--- config.mk ---
export PLATFORM = sky130hd
export DESIGN_NAME = windowed_sample_aggregator
export DESIGN_NICKNAME = d
export VERILOG_FILES = /design/src/design/wsa_pkg.sv /design/src/design/wsa_front.sv /design/src/design/wsa_queue.sv /design/src/design/wsa_div.sv /design/src/design/wsa_back.sv /design/src/design/windowed_sample_aggregator.sv
export VERILOG_INCLUDE_DIRS = /design/src /design/src/design
export SDC_FILE = /design/constraint.sdc
export NUM_CORES = 2
export LEC_CHECK = 0
export BUFFER_PORTS_ARGS = -buffer_cell sky130_fd_sc_hd__buf_2
export CORE_ASPECT_RATIO = 0.6
export CORE_MARGIN = 2
export CORE_UTILIZATION = 62
export DETAILED_ROUTE_END_ITERATION = 8
export GPL_TIMING_DRIVEN = 0
export PLACE_DENSITY_LB_ADDON = 0.3
export RECOVER_POWER = 50
export SLEW_MARGIN = 15
export SYNTH_ARGS = -nofsm -noshare
export SYNTH_HDL_FRONTEND = slang
export SYNTH_SLANG_ARGS = --single-unit
--- constraint.sdc ---
create_clock -name i_clk -period 21.1 [get_ports i_clk]
set_clock_uncertainty 0.05 [all_clocks]
set_input_delay 5.275 -clock i_clk [delete_from_list [all_inputs] [get_ports i_clk]]
set_output_delay 5.275 -clock i_clk [all_outputs]
set_load 0.01 [all_outputs]
--- src/design/assert_macros.svh ---
// assertion macros shared by the aggregator rtl
`ifndef ASSERT_MACROS_SVH
`define ASSERT_MACROS_SVH

// antecedent implies consequent in the same cycle
`define ASSERT_IMPLIES(label, ante, cons, msg) \
    label: assert property (@(posedge i_clk) disable iff (!i_rst_n) (ante) |-> (cons)) \
        else $error(msg);

// condition holds on every cycle out of reset
`define ASSERT_ALWAYS(label, cond, msg) \
    label: assert property (@(posedge i_clk) disable iff (!i_rst_n) (cond)) \
        else $error(msg);

`endif

--- src/design/wsa_pkg.sv ---
// types and constants of the windowed sample aggregator
package wsa_pkg;

    localparam int unsigned PADDR_W = 3;
    localparam int unsigned PDATA_W = 32;

    localparam int unsigned SECS_NUM_W = 42;
    localparam int unsigned SECS_DEN_W = 10;
    localparam int unsigned MEAN_NUM_W = 24;
    localparam int unsigned PERM_NUM_W = 18;
    localparam int unsigned CNT_W      = 8;

    localparam logic [31:0]            SAMPLE_INTERVAL_RST = 32'd5000;
    localparam logic [31:0]            BUCKET_INTERVAL_RST = 32'd60000;
    localparam logic [SECS_DEN_W-1:0]  MS_PER_SECOND       = 10'd1000;
    localparam logic [9:0]             PERMILLE            = 10'd1000;
    localparam logic [CNT_W-1:0]       COUNT_MAX           = 8'd255;
    localparam logic [63:0]            SAT_MS              = 64'd4294967296000;

    typedef enum logic [1:0] {
        OP_START   = 2'd0,
        OP_OBSERVE = 2'd1,
        OP_FINISH  = 2'd2
    } t_op;

    typedef enum logic {
        REG_SAMPLE_INTERVAL = 1'b0,
        REG_BUCKET_INTERVAL = 1'b1
    } t_reg_idx;

    typedef enum logic {
        BK_IDLE,
        BK_DIV
    } t_back_state;

    typedef struct packed {
        t_op                op;
        logic [31:0]        now_ms;
        logic signed [15:0] actual_centi;
        logic signed [15:0] target_centi;
        logic               heater_on;
        logic [7:0]         mode_code;
        logic [7:0]         step_code;
    } t_item;

    typedef struct packed {
        logic [31:0]        elapsed_seconds;
        logic signed [15:0] min_centi;
        logic signed [15:0] mean_centi;
        logic signed [15:0] max_centi;
        logic signed [15:0] last_target_centi;
        logic [9:0]         heater_permille;
        logic [7:0]         bucket_mode;
        logic [7:0]         bucket_step;
        logic [7:0]         sample_count;
    } t_result;

endpackage

--- src/design/wsa_front.sv ---
// front stage: accepts transactions and drops unused op codes
module wsa_front import wsa_pkg::*; (
    input  logic  i_clk,
    input  logic  i_rst_n,
    input  logic  i_valid,
    output logic  o_ready,
    input  t_item i_item,
    output logic  o_push_valid,
    output t_item o_push_item,
    input  logic  i_push_ready
);

    logic  r_valid, n_valid;
    t_item r_item, n_item;
    logic  accept;
    logic  is_cmd;

    assign o_ready      = !r_valid || i_push_ready;
    assign accept       = i_valid && o_ready;
    assign is_cmd       = (i_item.op == OP_START) || (i_item.op == OP_OBSERVE) ||
                          (i_item.op == OP_FINISH);
    assign o_push_valid = r_valid;
    assign o_push_item  = r_item;

    always_comb begin
        n_valid = r_valid;
        n_item  = r_item;
        if (r_valid && i_push_ready) begin
            n_valid = 1'b0;
        end
        if (accept) begin
            n_valid = is_cmd;
            n_item  = i_item;
        end
    end

    always_ff @(posedge i_clk) begin
        if (!i_rst_n) begin
            r_valid <= 1'b0;
        end else begin
            r_valid <= n_valid;
        end
    end

    always_ff @(posedge i_clk) begin
        r_item <= n_item;
    end

endmodule

--- src/design/wsa_queue.sv ---
// short command queue between front and back
`include "assert_macros.svh"
module wsa_queue import wsa_pkg::*; #(
    parameter int unsigned DEPTH = 2
) (
    input  logic  i_clk,
    input  logic  i_rst_n,
    input  logic  i_push_valid,
    output logic  o_push_ready,
    input  t_item i_push_item,
    output logic  o_pop_valid,
    input  logic  i_pop_ready,
    output t_item o_pop_item
);

    localparam int unsigned PTR_W = (DEPTH > 1) ? $clog2(DEPTH) : 1;
    localparam int unsigned QCNT_W = $clog2(DEPTH + 1);

    t_item             r_mem [DEPTH];
    logic [PTR_W-1:0]  r_wr, n_wr;
    logic [PTR_W-1:0]  r_rd, n_rd;
    logic [QCNT_W-1:0] r_count, n_count;
    logic              push, pop;

    assign o_push_ready = (r_count != QCNT_W'(DEPTH));
    assign o_pop_valid  = (r_count != '0);
    assign o_pop_item   = r_mem[r_rd];
    assign push         = i_push_valid && o_push_ready;
    assign pop          = o_pop_valid && i_pop_ready;

    always_comb begin
        n_wr    = r_wr;
        n_rd    = r_rd;
        n_count = r_count;
        if (push) begin
            n_wr = (r_wr == PTR_W'(DEPTH - 1)) ? '0 : r_wr + 1'b1;
        end
        if (pop) begin
            n_rd = (r_rd == PTR_W'(DEPTH - 1)) ? '0 : r_rd + 1'b1;
        end
        priority if (push && !pop) begin
            n_count = r_count + 1'b1;
        end else if (pop && !push) begin
            n_count = r_count - 1'b1;
        end else begin
            n_count = r_count;
        end
    end

    always_ff @(posedge i_clk) begin
        if (!i_rst_n) begin
            r_wr    <= '0;
            r_rd    <= '0;
            r_count <= '0;
        end else begin
            r_wr    <= n_wr;
            r_rd    <= n_rd;
            r_count <= n_count;
        end
    end

    always_ff @(posedge i_clk) begin
        if (push) begin
            r_mem[r_wr] <= i_push_item;
        end
    end

    `ASSERT_ALWAYS(a_queue_bound, r_count <= QCNT_W'(DEPTH), "queue occupancy above depth")

endmodule

--- src/design/wsa_div.sv ---
// bit-serial unsigned restoring divider, one quotient bit per cycle
module wsa_div #(
    parameter int unsigned NUM_W = 24,
    parameter int unsigned DEN_W = 8
) (
    input  logic             i_clk,
    input  logic             i_rst_n,
    input  logic             i_start,
    input  logic [NUM_W-1:0] i_num,
    input  logic [DEN_W-1:0] i_den,
    output logic             o_busy,
    output logic [NUM_W-1:0] o_quot
);

    localparam int unsigned STEP_W = $clog2(NUM_W + 1);

    logic              r_busy, n_busy;
    logic [STEP_W-1:0] r_step, n_step;
    logic [NUM_W-1:0]  r_num, n_num;
    logic [DEN_W-1:0]  r_rem, n_rem;
    logic [DEN_W-1:0]  r_den, n_den;
    logic [DEN_W:0]    shifted;
    logic [DEN_W:0]    diff;
    logic              ge;

    assign shifted = {r_rem, r_num[NUM_W-1]};
    assign ge      = (shifted >= {1'b0, r_den});
    assign diff    = shifted - {1'b0, r_den};
    assign o_busy  = r_busy;
    assign o_quot  = r_num;

    always_comb begin
        n_busy = r_busy;
        n_step = r_step;
        n_num  = r_num;
        n_rem  = r_rem;
        n_den  = r_den;
        if (r_busy) begin
            n_num  = {r_num[NUM_W-2:0], ge};
            n_rem  = ge ? diff[DEN_W-1:0] : shifted[DEN_W-1:0];
            n_step = r_step - 1'b1;
            n_busy = (r_step != STEP_W'(1));
        end else if (i_start) begin
            n_busy = 1'b1;
            n_step = STEP_W'(NUM_W);
            n_num  = i_num;
            n_rem  = '0;
            n_den  = i_den;
        end
    end

    always_ff @(posedge i_clk) begin
        if (!i_rst_n) begin
            r_busy <= 1'b0;
        end else begin
            r_busy <= n_busy;
        end
    end

    always_ff @(posedge i_clk) begin
        r_step <= n_step;
        r_num  <= n_num;
        r_rem  <= n_rem;
        r_den  <= n_den;
    end

endmodule

--- src/design/wsa_back.sv ---
// back stage: bucket state, closing snapshot, dividers and output register
`include "assert_macros.svh"
module wsa_back import wsa_pkg::*; (
    input  logic        i_clk,
    input  logic        i_rst_n,
    input  logic        i_pop_valid,
    output logic        o_pop_ready,
    input  t_item       i_item,
    input  logic [31:0] i_sample_interval,
    input  logic [31:0] i_bucket_interval,
    output logic        o_out_valid,
    input  logic        i_out_ready,
    output t_result     o_result
);

    // seconds by reciprocal multiplication, one 14-bit quotient chunk per cycle
    localparam int unsigned SEC_CHUNK_W = 14;
    localparam int unsigned SEC_D_W     = SECS_DEN_W + SEC_CHUNK_W;
    localparam int unsigned SEC_SHIFT   = SEC_D_W + SECS_DEN_W;
    localparam int unsigned SEC_RECIP_W = 25;
    localparam int unsigned SEC_P_W     = SEC_D_W + SEC_RECIP_W;
    localparam logic [SEC_RECIP_W-1:0] SEC_RECIP = 25'd17179870;
    localparam logic [1:0]  SEC_STEPS   = 2'd3;

    t_back_state r_state, n_state;

    logic               r_recording, n_recording;
    logic [31:0]        r_prev_now, n_prev_now;
    logic [31:0]        r_bucket_start, n_bucket_start;
    logic [31:0]        r_last_accept, n_last_accept;
    logic [63:0]        r_elapsed, n_elapsed;
    logic signed [23:0] r_sum, n_sum;
    logic signed [15:0] r_min, n_min;
    logic signed [15:0] r_max, n_max;
    logic signed [15:0] r_target, n_target;
    logic [7:0]         r_mode, n_mode;
    logic [7:0]         r_step, n_step;
    logic [CNT_W-1:0]   r_count, n_count;
    logic [CNT_W-1:0]   r_heat, n_heat;

    logic [63:0]        r_snap_elapsed;
    logic signed [15:0] r_snap_min, r_snap_max, r_snap_target;
    logic [7:0]         r_snap_mode, r_snap_step;
    logic [CNT_W-1:0]   r_snap_count;
    logic               r_snap_neg;

    logic               r_out_valid, n_out_valid;
    t_result            r_out, n_out;

    logic                  r_sec_busy, n_sec_busy;
    logic [1:0]            r_sec_left, n_sec_left;
    logic [SECS_NUM_W-1:0] r_sec_num, n_sec_num;
    logic [SECS_DEN_W-1:0] r_sec_rem, n_sec_rem;
    logic [SEC_D_W-1:0]    sec_d;
    logic [SEC_P_W-1:0]    sec_prod;
    logic [SEC_CHUNK_W-1:0] sec_q;
    logic [SECS_DEN_W-1:0] sec_qk_lo;

    logic               pop;
    logic [31:0]        d_ms;
    logic [63:0]        elapsed_adv;
    logic               tag_diff, too_soon, bucket_due;
    logic               do_emit, open, add;
    logic [CNT_W-1:0]   base_count, base_heat;
    logic signed [23:0] base_sum;
    logic [MEAN_NUM_W-1:0] sum_mag;
    logic [PERM_NUM_W-1:0] perm_num;
    logic               secs_busy, mean_busy, perm_busy;
    logic [SECS_NUM_W-1:0] secs_q;
    logic [MEAN_NUM_W-1:0] mean_q;
    logic [PERM_NUM_W-1:0] perm_q;
    logic [MEAN_NUM_W-1:0] mean_s;
    logic               div_done, load;

    assign o_pop_ready = (r_state == BK_IDLE);
    assign pop         = i_pop_valid && o_pop_ready;
    assign d_ms        = i_item.now_ms - r_prev_now;
    assign elapsed_adv = r_elapsed + {32'd0, d_ms};
    assign tag_diff    = (i_item.mode_code != r_mode) || (i_item.step_code != r_step);
    assign too_soon    = ((i_item.now_ms - r_last_accept) < i_sample_interval);
    assign bucket_due  = ((i_item.now_ms - r_bucket_start) >= i_bucket_interval);
    assign sum_mag     = r_sum[23] ? MEAN_NUM_W'(-r_sum) : MEAN_NUM_W'(r_sum);
    assign perm_num    = PERM_NUM_W'(r_heat) * PERM_NUM_W'(PERMILLE);

    always_comb begin
        n_recording    = r_recording;
        n_prev_now     = r_prev_now;
        n_bucket_start = r_bucket_start;
        n_last_accept  = r_last_accept;
        n_elapsed      = r_elapsed;
        n_sum          = r_sum;
        n_min          = r_min;
        n_max          = r_max;
        n_target       = r_target;
        n_mode         = r_mode;
        n_step         = r_step;
        n_count        = r_count;
        n_heat         = r_heat;
        do_emit        = 1'b0;
        open           = 1'b0;
        add            = 1'b0;

        if (pop) begin
            unique case (i_item.op)
                OP_START: begin
                    n_recording = 1'b1;
                    n_prev_now  = i_item.now_ms;
                    n_elapsed   = '0;
                    open        = 1'b1;
                end
                OP_OBSERVE: begin
                    if (r_recording) begin
                        n_elapsed  = elapsed_adv;
                        n_prev_now = i_item.now_ms;
                        priority if (tag_diff) begin
                            do_emit = 1'b1;
                            open    = 1'b1;
                        end else if (too_soon) begin
                            do_emit = 1'b0;
                        end else if (bucket_due) begin
                            do_emit = 1'b1;
                            open    = 1'b1;
                        end else begin
                            n_last_accept = i_item.now_ms;
                            add           = 1'b1;
                        end
                    end
                end
                OP_FINISH: begin
                    if (r_recording) begin
                        n_elapsed   = elapsed_adv;
                        n_prev_now  = i_item.now_ms;
                        n_recording = 1'b0;
                        do_emit     = (r_count != '0);
                    end
                end
                default: begin
                    do_emit = 1'b0;
                end
            endcase
        end

        base_count = open ? '0 : r_count;
        base_heat  = open ? '0 : r_heat;
        base_sum   = open ? '0 : r_sum;
        if (open) begin
            n_bucket_start = i_item.now_ms;
            n_last_accept  = i_item.now_ms;
            n_count        = '0;
            n_heat         = '0;
            n_sum          = '0;
        end
        if (open || add) begin
            priority if (base_count == '0) begin
                n_min  = i_item.actual_centi;
                n_max  = i_item.actual_centi;
                n_mode = i_item.mode_code;
                n_step = i_item.step_code;
            end else if (base_count >= COUNT_MAX) begin
                n_min = r_min;
            end else begin
                if (i_item.actual_centi < r_min) n_min = i_item.actual_centi;
                if (i_item.actual_centi > r_max) n_max = i_item.actual_centi;
            end
            if (base_count < COUNT_MAX) begin
                n_sum    = base_sum + 24'(i_item.actual_centi);
                n_target = i_item.target_centi;
                n_count  = base_count + 1'b1;
                n_heat   = base_heat + CNT_W'(i_item.heater_on);
            end
        end
    end

    // remainder below 1000 keeps each chunk dividend under 2^24
    assign sec_d     = {r_sec_rem, r_sec_num[SECS_NUM_W-1 -: SEC_CHUNK_W]};
    assign sec_prod  = SEC_P_W'(sec_d) * SEC_P_W'(SEC_RECIP);
    assign sec_q     = sec_prod[SEC_SHIFT +: SEC_CHUNK_W];
    assign sec_qk_lo = SECS_DEN_W'(sec_q) * MS_PER_SECOND;
    assign secs_busy = r_sec_busy;
    assign secs_q    = r_sec_num;

    always_comb begin
        n_sec_busy = r_sec_busy;
        n_sec_left = r_sec_left;
        n_sec_num  = r_sec_num;
        n_sec_rem  = r_sec_rem;
        if (r_sec_busy) begin
            n_sec_num  = {r_sec_num[SECS_NUM_W-SEC_CHUNK_W-1:0], sec_q};
            n_sec_rem  = sec_d[SECS_DEN_W-1:0] - sec_qk_lo;
            n_sec_left = r_sec_left - 1'b1;
            n_sec_busy = (r_sec_left != 2'd1);
        end else if (do_emit) begin
            n_sec_busy = 1'b1;
            n_sec_left = SEC_STEPS;
            n_sec_num  = elapsed_adv[SECS_NUM_W-1:0];
            n_sec_rem  = '0;
        end
    end

    wsa_div #(.NUM_W(MEAN_NUM_W), .DEN_W(CNT_W)) u_div_mean (
        .i_clk   (i_clk),
        .i_rst_n (i_rst_n),
        .i_start (do_emit),
        .i_num   (sum_mag),
        .i_den   (r_count),
        .o_busy  (mean_busy),
        .o_quot  (mean_q)
    );

    wsa_div #(.NUM_W(PERM_NUM_W), .DEN_W(CNT_W)) u_div_perm (
        .i_clk   (i_clk),
        .i_rst_n (i_rst_n),
        .i_start (do_emit),
        .i_num   (perm_num),
        .i_den   (r_count),
        .o_busy  (perm_busy),
        .o_quot  (perm_q)
    );

    assign div_done = !secs_busy && !mean_busy && !perm_busy;
    assign load     = (r_state == BK_DIV) && div_done && (!r_out_valid || i_out_ready);
    assign mean_s   = r_snap_neg ? (~mean_q + 1'b1) : mean_q;

    always_comb begin
        n_state     = r_state;
        n_out_valid = r_out_valid;
        n_out       = r_out;
        unique case (r_state)
            BK_IDLE: begin
                if (do_emit) n_state = BK_DIV;
            end
            BK_DIV: begin
                if (load) n_state = BK_IDLE;
            end
        endcase
        if (r_out_valid && i_out_ready) begin
            n_out_valid = 1'b0;
        end
        if (load) begin
            n_out_valid                 = 1'b1;
            n_out.elapsed_seconds       = (r_snap_elapsed >= SAT_MS) ? '1 : secs_q[31:0];
            n_out.min_centi             = r_snap_min;
            n_out.mean_centi            = mean_s[15:0];
            n_out.max_centi             = r_snap_max;
            n_out.last_target_centi     = r_snap_target;
            n_out.heater_permille       = perm_q[9:0];
            n_out.bucket_mode           = r_snap_mode;
            n_out.bucket_step           = r_snap_step;
            n_out.sample_count          = r_snap_count;
        end
    end

    always_ff @(posedge i_clk) begin
        if (!i_rst_n) begin
            r_state        <= BK_IDLE;
            r_out_valid    <= 1'b0;
            r_sec_busy     <= 1'b0;
            r_recording    <= 1'b0;
            r_prev_now     <= '0;
            r_bucket_start <= '0;
            r_last_accept  <= '0;
            r_elapsed      <= '0;
            r_sum          <= '0;
            r_min          <= '0;
            r_max          <= '0;
            r_target       <= '0;
            r_mode         <= '0;
            r_step         <= '0;
            r_count        <= '0;
            r_heat         <= '0;
        end else begin
            r_state        <= n_state;
            r_out_valid    <= n_out_valid;
            r_sec_busy     <= n_sec_busy;
            r_recording    <= n_recording;
            r_prev_now     <= n_prev_now;
            r_bucket_start <= n_bucket_start;
            r_last_accept  <= n_last_accept;
            r_elapsed      <= n_elapsed;
            r_sum          <= n_sum;
            r_min          <= n_min;
            r_max          <= n_max;
            r_target       <= n_target;
            r_mode         <= n_mode;
            r_step         <= n_step;
            r_count        <= n_count;
            r_heat         <= n_heat;
        end
    end

    always_ff @(posedge i_clk) begin
        r_out      <= n_out;
        r_sec_left <= n_sec_left;
        r_sec_num  <= n_sec_num;
        r_sec_rem  <= n_sec_rem;
        if (do_emit) begin
            r_snap_elapsed <= elapsed_adv;
            r_snap_min     <= r_min;
            r_snap_max     <= r_max;
            r_snap_target  <= r_target;
            r_snap_mode    <= r_mode;
            r_snap_step    <= r_step;
            r_snap_count   <= r_count;
            r_snap_neg     <= r_sum[23];
        end
    end

    assign o_out_valid = r_out_valid;
    assign o_result    = r_out;

    `ASSERT_IMPLIES(a_rec_count, r_recording, r_count != '0, "recording with empty bucket")
    `ASSERT_IMPLIES(a_out_sane, r_out_valid,
        (r_out.sample_count != '0) && (r_out.heater_permille <= PERMILLE),
        "emitted aggregate out of range")
    `ASSERT_IMPLIES(a_div_state, secs_busy, r_state == BK_DIV, "divider running outside div state")

endmodule

--- src/design/windowed_sample_aggregator.sv ---
// top level of the windowed sample aggregator with apb register port
//
// channel   direction  handshake                  payload
// input     in         i_in_valid / o_in_ready    i_op .. i_step_code
// result    out        o_out_valid / i_out_ready  o_elapsed_seconds .. o_sample_count
// config    in         psel penable pwrite pready paddr pwdata / prdata
//
// a transaction passes the front register and the queue before it updates the bucket state
// a closing transaction holds the back until its dividers are done, the longest being the
// 24-step mean divider, and its result is then loaded into the result register
// the front and the queue keep taking transactions while the back divides
// a full result register stalls the back, and the queue then fills and drops o_in_ready
// reset is synchronous and needs no clearing pass
module windowed_sample_aggregator import wsa_pkg::*; #(
    parameter int unsigned QUEUE_DEPTH = 2
) (
    input  logic               i_clk,
    input  logic               i_rst_n,

    input  logic               i_in_valid,
    output logic               o_in_ready,
    input  logic [1:0]         i_op,
    input  logic [31:0]        i_now_ms,
    input  logic signed [15:0] i_actual_centi,
    input  logic signed [15:0] i_target_centi,
    input  logic               i_heater_on,
    input  logic [7:0]         i_mode_code,
    input  logic [7:0]         i_step_code,

    output logic               o_out_valid,
    input  logic               i_out_ready,
    output logic [31:0]        o_elapsed_seconds,
    output logic signed [15:0] o_min_centi,
    output logic signed [15:0] o_mean_centi,
    output logic signed [15:0] o_max_centi,
    output logic signed [15:0] o_last_target_centi,
    output logic [9:0]         o_heater_permille,
    output logic [7:0]         o_bucket_mode,
    output logic [7:0]         o_bucket_step,
    output logic [7:0]         o_sample_count,

    input  logic               psel,
    input  logic               penable,
    input  logic               pwrite,
    input  logic [PADDR_W-1:0] paddr,
    input  logic [PDATA_W-1:0] pwdata,
    output logic [PDATA_W-1:0] prdata,
    output logic               pready
);

    logic [31:0] r_sample_interval;
    logic [31:0] r_bucket_interval;
    logic        cfg_wr;
    t_reg_idx    reg_idx;

    t_item   in_item;
    logic    push_valid, push_ready;
    t_item   push_item;
    logic    pop_valid, pop_ready;
    t_item   pop_item;
    t_result result;

    assign pready  = 1'b1;
    assign cfg_wr  = psel && penable && pwrite && pready;
    assign reg_idx = t_reg_idx'(paddr[2]);

    always_ff @(posedge i_clk) begin
        if (!i_rst_n) begin
            r_sample_interval <= SAMPLE_INTERVAL_RST;
            r_bucket_interval <= BUCKET_INTERVAL_RST;
        end else if (cfg_wr) begin
            unique case (reg_idx)
                REG_SAMPLE_INTERVAL: r_sample_interval <= pwdata;
                REG_BUCKET_INTERVAL: r_bucket_interval <= pwdata;
            endcase
        end
    end

    always_comb begin
        unique case (reg_idx)
            REG_SAMPLE_INTERVAL: prdata = r_sample_interval;
            REG_BUCKET_INTERVAL: prdata = r_bucket_interval;
        endcase
    end

    assign in_item = '{
        op:           t_op'(i_op),
        now_ms:       i_now_ms,
        actual_centi: i_actual_centi,
        target_centi: i_target_centi,
        heater_on:    i_heater_on,
        mode_code:    i_mode_code,
        step_code:    i_step_code
    };

    wsa_front u_front (
        .i_clk        (i_clk),
        .i_rst_n      (i_rst_n),
        .i_valid      (i_in_valid),
        .o_ready      (o_in_ready),
        .i_item       (in_item),
        .o_push_valid (push_valid),
        .o_push_item  (push_item),
        .i_push_ready (push_ready)
    );

    wsa_queue #(.DEPTH(QUEUE_DEPTH)) u_queue (
        .i_clk        (i_clk),
        .i_rst_n      (i_rst_n),
        .i_push_valid (push_valid),
        .o_push_ready (push_ready),
        .i_push_item  (push_item),
        .o_pop_valid  (pop_valid),
        .i_pop_ready  (pop_ready),
        .o_pop_item   (pop_item)
    );

    wsa_back u_back (
        .i_clk             (i_clk),
        .i_rst_n           (i_rst_n),
        .i_pop_valid       (pop_valid),
        .o_pop_ready       (pop_ready),
        .i_item            (pop_item),
        .i_sample_interval (r_sample_interval),
        .i_bucket_interval (r_bucket_interval),
        .o_out_valid       (o_out_valid),
        .i_out_ready       (i_out_ready),
        .o_result          (result)
    );

    assign o_elapsed_seconds   = result.elapsed_seconds;
    assign o_min_centi         = result.min_centi;
    assign o_mean_centi        = result.mean_centi;
    assign o_max_centi         = result.max_centi;
    assign o_last_target_centi = result.last_target_centi;
    assign o_heater_permille   = result.heater_permille;
    assign o_bucket_mode       = result.bucket_mode;
    assign o_bucket_step       = result.bucket_step;
    assign o_sample_count      = result.sample_count;

endmodule

Word level (Yosys, flattened, before mapping)

Memories as Yosys holds them, arrays and structs flattened. A register that Yosys moved wholly into a read port is not among the register bits.
Index checks and enable logic that the tools add are counted.

Register bits: 827
Bits in writable memories: 166
Output and inout port bits: 165
Word-level logic and storage cells: 248
Memories: 1

Add/sub/neg operators: 19
$mul: 3
$lt $le $gt $ge: 9
Eq/ne operators: 15
Multiplexer cells: 82
Bitwise gates (word level): 5
Reductions and logical operators: 55

Memories:

| memory        | words | bits a word | rd ports | clocked after memory_dff | wr ports | RTL line        | RTL |
|---|---|---|---|---|---|---|---|
| u_queue.r_mem | 2     | 83          | 1        | 1                        | 1        | wsa_queue.sv:19 | `t_item r_mem [DEPTH];` |

Operators by type and width:

| operator               | count |
|---|---|
| $mux 32                | 8 |
| $mux 24                | 6 |
| $pmux 32 s2            | 2 |
| $pmux 64 s2            | 1 |
| $mux 16                | 7 |
| $sub 32x32->32         | 3 |
| $mux 8                 | 11 |
| $mux 42                | 2 |
| $add 64x32->64         | 1 |
| $ge 64x42->1 const B   | 1 |
| $mux 64                | 1 |
| $mul 24x24->47 const B | 1 |
| $mux 18                | 2 |
| $ge 32x32->1           | 1 |
| $lt 32x32->1           | 1 |
| $mux 1                 | 28 |
| $reduce_bool 2->1      | 14 |
| $add 24x16->24         | 1 |
| $neg 24->24            | 1 |
| $mux 10                | 2 |
| $mux 5                 | 4 |
| $ge 9x8->1             | 2 |
| $add 16x1->16 const B  | 1 |
| $gt 16x16->1           | 1 |
| 33 further kinds       | 86 |

Logic depth before layout (Yosys ltp)

Depth in word-level cells: 12
Gate-level depth with buffers: 41
Depth with buffers taken out: 37

Hierarchy

From an unflattened synthesis, not the netlist that was laid out.

Cell total of the unflattened synthesis: 5,178
Area, all modules: 57,310.0 um^2

By module, submodules not included:

| module                      | times used | cells each | area an instance (um^2) | seq. area each (um^2) |
|---|---|---|---|---|
| wsa_back                    | 1          | 4,183      | 41,183.2                | 13,953.4 |
| wsa_queue                   | 1          | 282        | 6,224.7                 | 5,084.9 |
| windowed_sample_aggregator  | 1          | 294        | 2,932.8                 | 1,281.2 |
| wsa_front                   | 1          | 88         | 2,546.2                 | 2,512.4 |
| wsa_div (u_back.u_div_mean) | 1          | 168        | 2,289.7                 | 1,371.3 |
| wsa_div (u_back.u_div_perm) | 1          | 163        | 2,133.3                 | 1,191.1 |

Least setup slack after synthesis

No wires, ideal clock.

Path kind: input -> register
From: input port i_out_ready
To: register u_back.r_state
Library setup time: 0.140 ns
Arrival: 18.395 ns
Required time: 20.910 ns
Slack: 2.515 ns
Cell stages on the path: 4
Buffers on the path: 0
Cell sequence: nor2b_1 -> nor4_1 -> nand2b_1 -> a21oi_1

Word-level cells in the longest chain between the ends: 4

RTL lines:

| element              | RTL line                         | RTL |
|---|---|---|
| from (decl)          | windowed_sample_aggregator.sv:31 | `input logic i_out_ready,` |
| $logic_or 1x1->1     | wsa_back.sv:221                  | `assign load = (r_state == BK_DIV) && div_done && (!r_out_valid \|\| i_out_ready);` |
| $logic_and 1x1->1    | wsa_back.sv:221                  |  |
| net u_back.load      | wsa_back.sv:73                   | `logic div_done, load;` |
| $mux 1               | wsa_back.sv:233                  | `if (load) n_state = BK_IDLE;` |
| $pmux 1 s2           | wsa_back.sv:228                  | `unique case (r_state)` |
| to (signal assigned) | wsa_back.sv:272                  | `r_state <= n_state;` |
| to (decl)            | wsa_back.sv:25                   | `t_back_state r_state, n_state;` |

The timed path passes the listed nets, and every way through them passes these cells.
A chain may end at the register's enable or synchronous reset.

==> run summary <==
Slew Viols, Final: 219
Bufs and invs on worst path: 7
Critical Path RT: 21.60 ns
Share of the synthesized area in the top cell type: 0.328
Fillers: 6577
Startpoint types: flop
Number of CTS-inserted buffers: 86
HP Start: u_back.r_snap_mode[2]
Synth Warn #: 0
Routed WL: 147 mm
Final nets: 6603
Detail Route Antenna Nets: 0
Final Core Density: 0.696
GRT overflow: 0
Async SR Flop Fraction: 0
Die height: 238 µm
Largest net degree at the start of global routing: 69
First-pass GRT wire length: 226 mm
Reg2Reg Depth: 40
Mean Syn Cell Area: 10.7 µm²
Port bufs: 285
Number of global-route vias before repair: 39500
Seq pwr share: 0.235
Worst vdd ir: 558 µV
Library cells used by synthesis: 87
Setup Fix Bufs, Post-CTS: 0
Vias per inst: 5.97
Top-count cell post-synth: inv_1
Power, Total: 0.00997 W
Sum of negative setup slack: 0 ns
Post-DP Area: 59900 µm²
Cell taking the most area after synthesis: edfxtp_1
DRC Markers: 0
Final setup fails: 0
Fin. Hold Viols: 0
Setup CP Type: reg -> reg
Final Wtd Congestion: 0.937
Layout cell share with drive strength beyond 1: 0.0898
Clk network pwr share: 0.165
Hold Crit Depth: 0
PD cells: 159 nW/µm²
Area growth from synthesis to layout: 10.7%
Later-pin clock latency in the skew report: 0.69 ns
Sink Count: 959
Outcome: complete, but fails checks
FF+latch area: 25400 µm²
Post-CTS Resized: 0
Worst r2r dst: u_back.r_sum[23]
Initial Util: 0.628
Reg2reg setup slack: 7.31 ns
Die area: 93800 µm²
Peak Freq: 72.5 MHz
Total iterations of the first detailed-routing run: 6
Fin crit period: 13.79 ns
CTS clk-pin slew, worst paths: 0.06 ns
I/O pins: 290
Top delay family on crit path: compound AO/OA/AOI/OAI gates
Multi-input logic area: 28100 µm²
Failing checks: capacitance limit, slew limit
# rows: 85
Commonest cells in the netlist: inv_1 (650), edfxtp_1 (619), ha_1 (584), nand2_1 (417), dfxtp_1 (340)
Gr usage total: 0.310
Crit-path max cell delay: 0.84 ns
CTS tree: done
Routed length per instance: 21.1 µm
Top cells by area, synth: edfxtp_1 (33%), ha_1 (13%), dfxtp_1 (12%)
CP max-delay cell: mux2i_2
CTS root buffer: clkbuf_16
CTS Hold Bufs: 0
Core Region: 90100 µm²
Slew @ Worst Pin: 3.21 ns
# Max-Cap Violations: 6
Post-Synthesis Cells: 5284
Worst setup EP type: flop
Switching power: 0.00422 W
Most common cell on crit path: a21o_1
Top FF cell, synth: edfxtp_1
Initial antenna violation count: 7
RSZ-0062 raised after global routing: no
DR vias: 41700
Seq cells post-synth: 959
Hold/Removal Path Class: reg -> reg
Clock Path Buffers: 3
Maximum fanout along the worst path: 10
Die span in x: 394 µm
Syn nets: 6201
Fin crit share: 0.654
DP HPWL: 112 mm
Worst Hold End: u_back.o_result[18]
Crit path DAT: 14.29 ns
Violation count after the first detailed-route iteration: 4292
CTS H-tree lvls: 3
Post-synthesis sequential area ratio: 0.449
Final instance area: 62700 µm²
Normalized max-slew margin: -1.14
Leak pwr: 25.4 nW
Internal power: 0.00574 W
Number of synthesized flops with an enable pin: 619
Mapped cell area: 56600 µm²
Switching Share: 0.424
Comb power frac: 0.600
cells in the final DEF (no fill, tap or decap), types with 64 or more instances in the layout:
| cell type | n |
|---|---|
| a21oi_1 | 259 |
| a211oi_1 | 184 |
| nand2_1 | 414 |
| buf_2 | 304 |
| nor3_1 | 64 |
| dfxtp_1 | 340 |
| clkbuf_1 | 176 |
| nand3_1 | 75 |
| o21ai_0 | 207 |
| mux2i_1 | 109 |
| clkbuf_16 | 88 |
| a21o_1 | 111 |
| fa_1 | 208 |
| edfxtp_1 | 619 |
| xor2_1 | 90 |
| nor2_1 | 333 |
| xnor2_1 | 168 |
| ha_1 | 584 |
| inv_1 | 650 |
registers in the layout (all words and copies together) (netlist names), 18 cells and up, named ones only:
signal / count
u_back.r_bucket_start: 32
u_back.u_div_mean.o_quot: 24
u_back.r_sum: 24
u_back.o_result: 130
r_bucket_interval: 32
u_front.o_push_item: 83
u_back.r_snap_elapsed: 29
u_back.u_div_perm.o_quot: 18
u_back.r_last_accept: 32
r_sample_interval: 32
u_queue.r_mem: 166
u_back.r_prev_now: 32
u_back.r_elapsed: 64
u_back.r_sec_num: 42
area by class of cell:
cell class | count | share of cell area
inverter | 652 | 0.0391
multi-input combinational | 3500 | 0.448
buffer | 173 | 0.0111
tap | 1218 | 0.0243
sequential | 959 | 0.405
clock buffer | 122 | 0.0388
antenna | 7 | 0.000280
clock inverter | 39 | 0.00789
timing repair buffer | 314 | 0.0253
how the worst max path moves through the flow:
stage,from,end,cells past startpoint
global placement,i_out_ready,u_back.r_state,5
finish,flop,u_back.r_sum[23],40
global route,flop,u_back.r_sum[23],41
CTS,flop,u_back.r_sum[23],40
floorplan,i_out_ready,u_back.r_state,4
detailed placement,flop,u_back.r_sum[23],40
cells by family (layout without fill, tap and decap cells):
| family | after synthesis | in the layout | synth area share |
|---|---|---|---|
| simple gates | 1213 | 1213 | 0.0991 |
| compound gates | 1090 | 1090 | 0.127 |
| flops | 959 | 959 | 0.449 |
| buf+inv | 825 | 1300 | 0.0556 |
| fa+ha+maj | 792 | 792 | 0.203 |
| xor+xnor | 259 | 259 | 0.0403 |
| mux | 145 | 145 | 0.0264 |
| other cells | 1 | 8 | 0.0000663 |
metrics by stage:
step           cells  setup slack, ns  hold WS [ns]
3_3_place_gp    6787            -5.07         0.352
2_1_floorplan   5284             2.51         0.350
6_report        6984             7.31         0.368
3_5_place_dp    6816             8.03         0.355
5_1_grt         6983             6.83         0.374
4_1_cts         6977             7.90         0.369
metal layers:
layer  wire length (µm)  track usage  vias to the layer above  share of wire
li1                   -            -                    19500              -
met1              67400        0.481                    20000           0.46
met2              60600        0.439                     1991           0.41
met3              15600       0.0723                      238           0.11
met4               3320       0.0702                        6          0.023
met5                 34            0                        -        0.00023
power by group through the flow:
stage	clock [W]	combinational, W	sequential (W)
floorplan	0	0.00454	0.00234
global placement	0	0.00557	0.00238
detailed placement	0	0.00578	0.00237
CTS	0.00166	0.00586	0.00234
global route	0.00173	0.00664	0.00236
finish	0.00164	0.00598	0.00234
(Power assumes the default switching activity.)
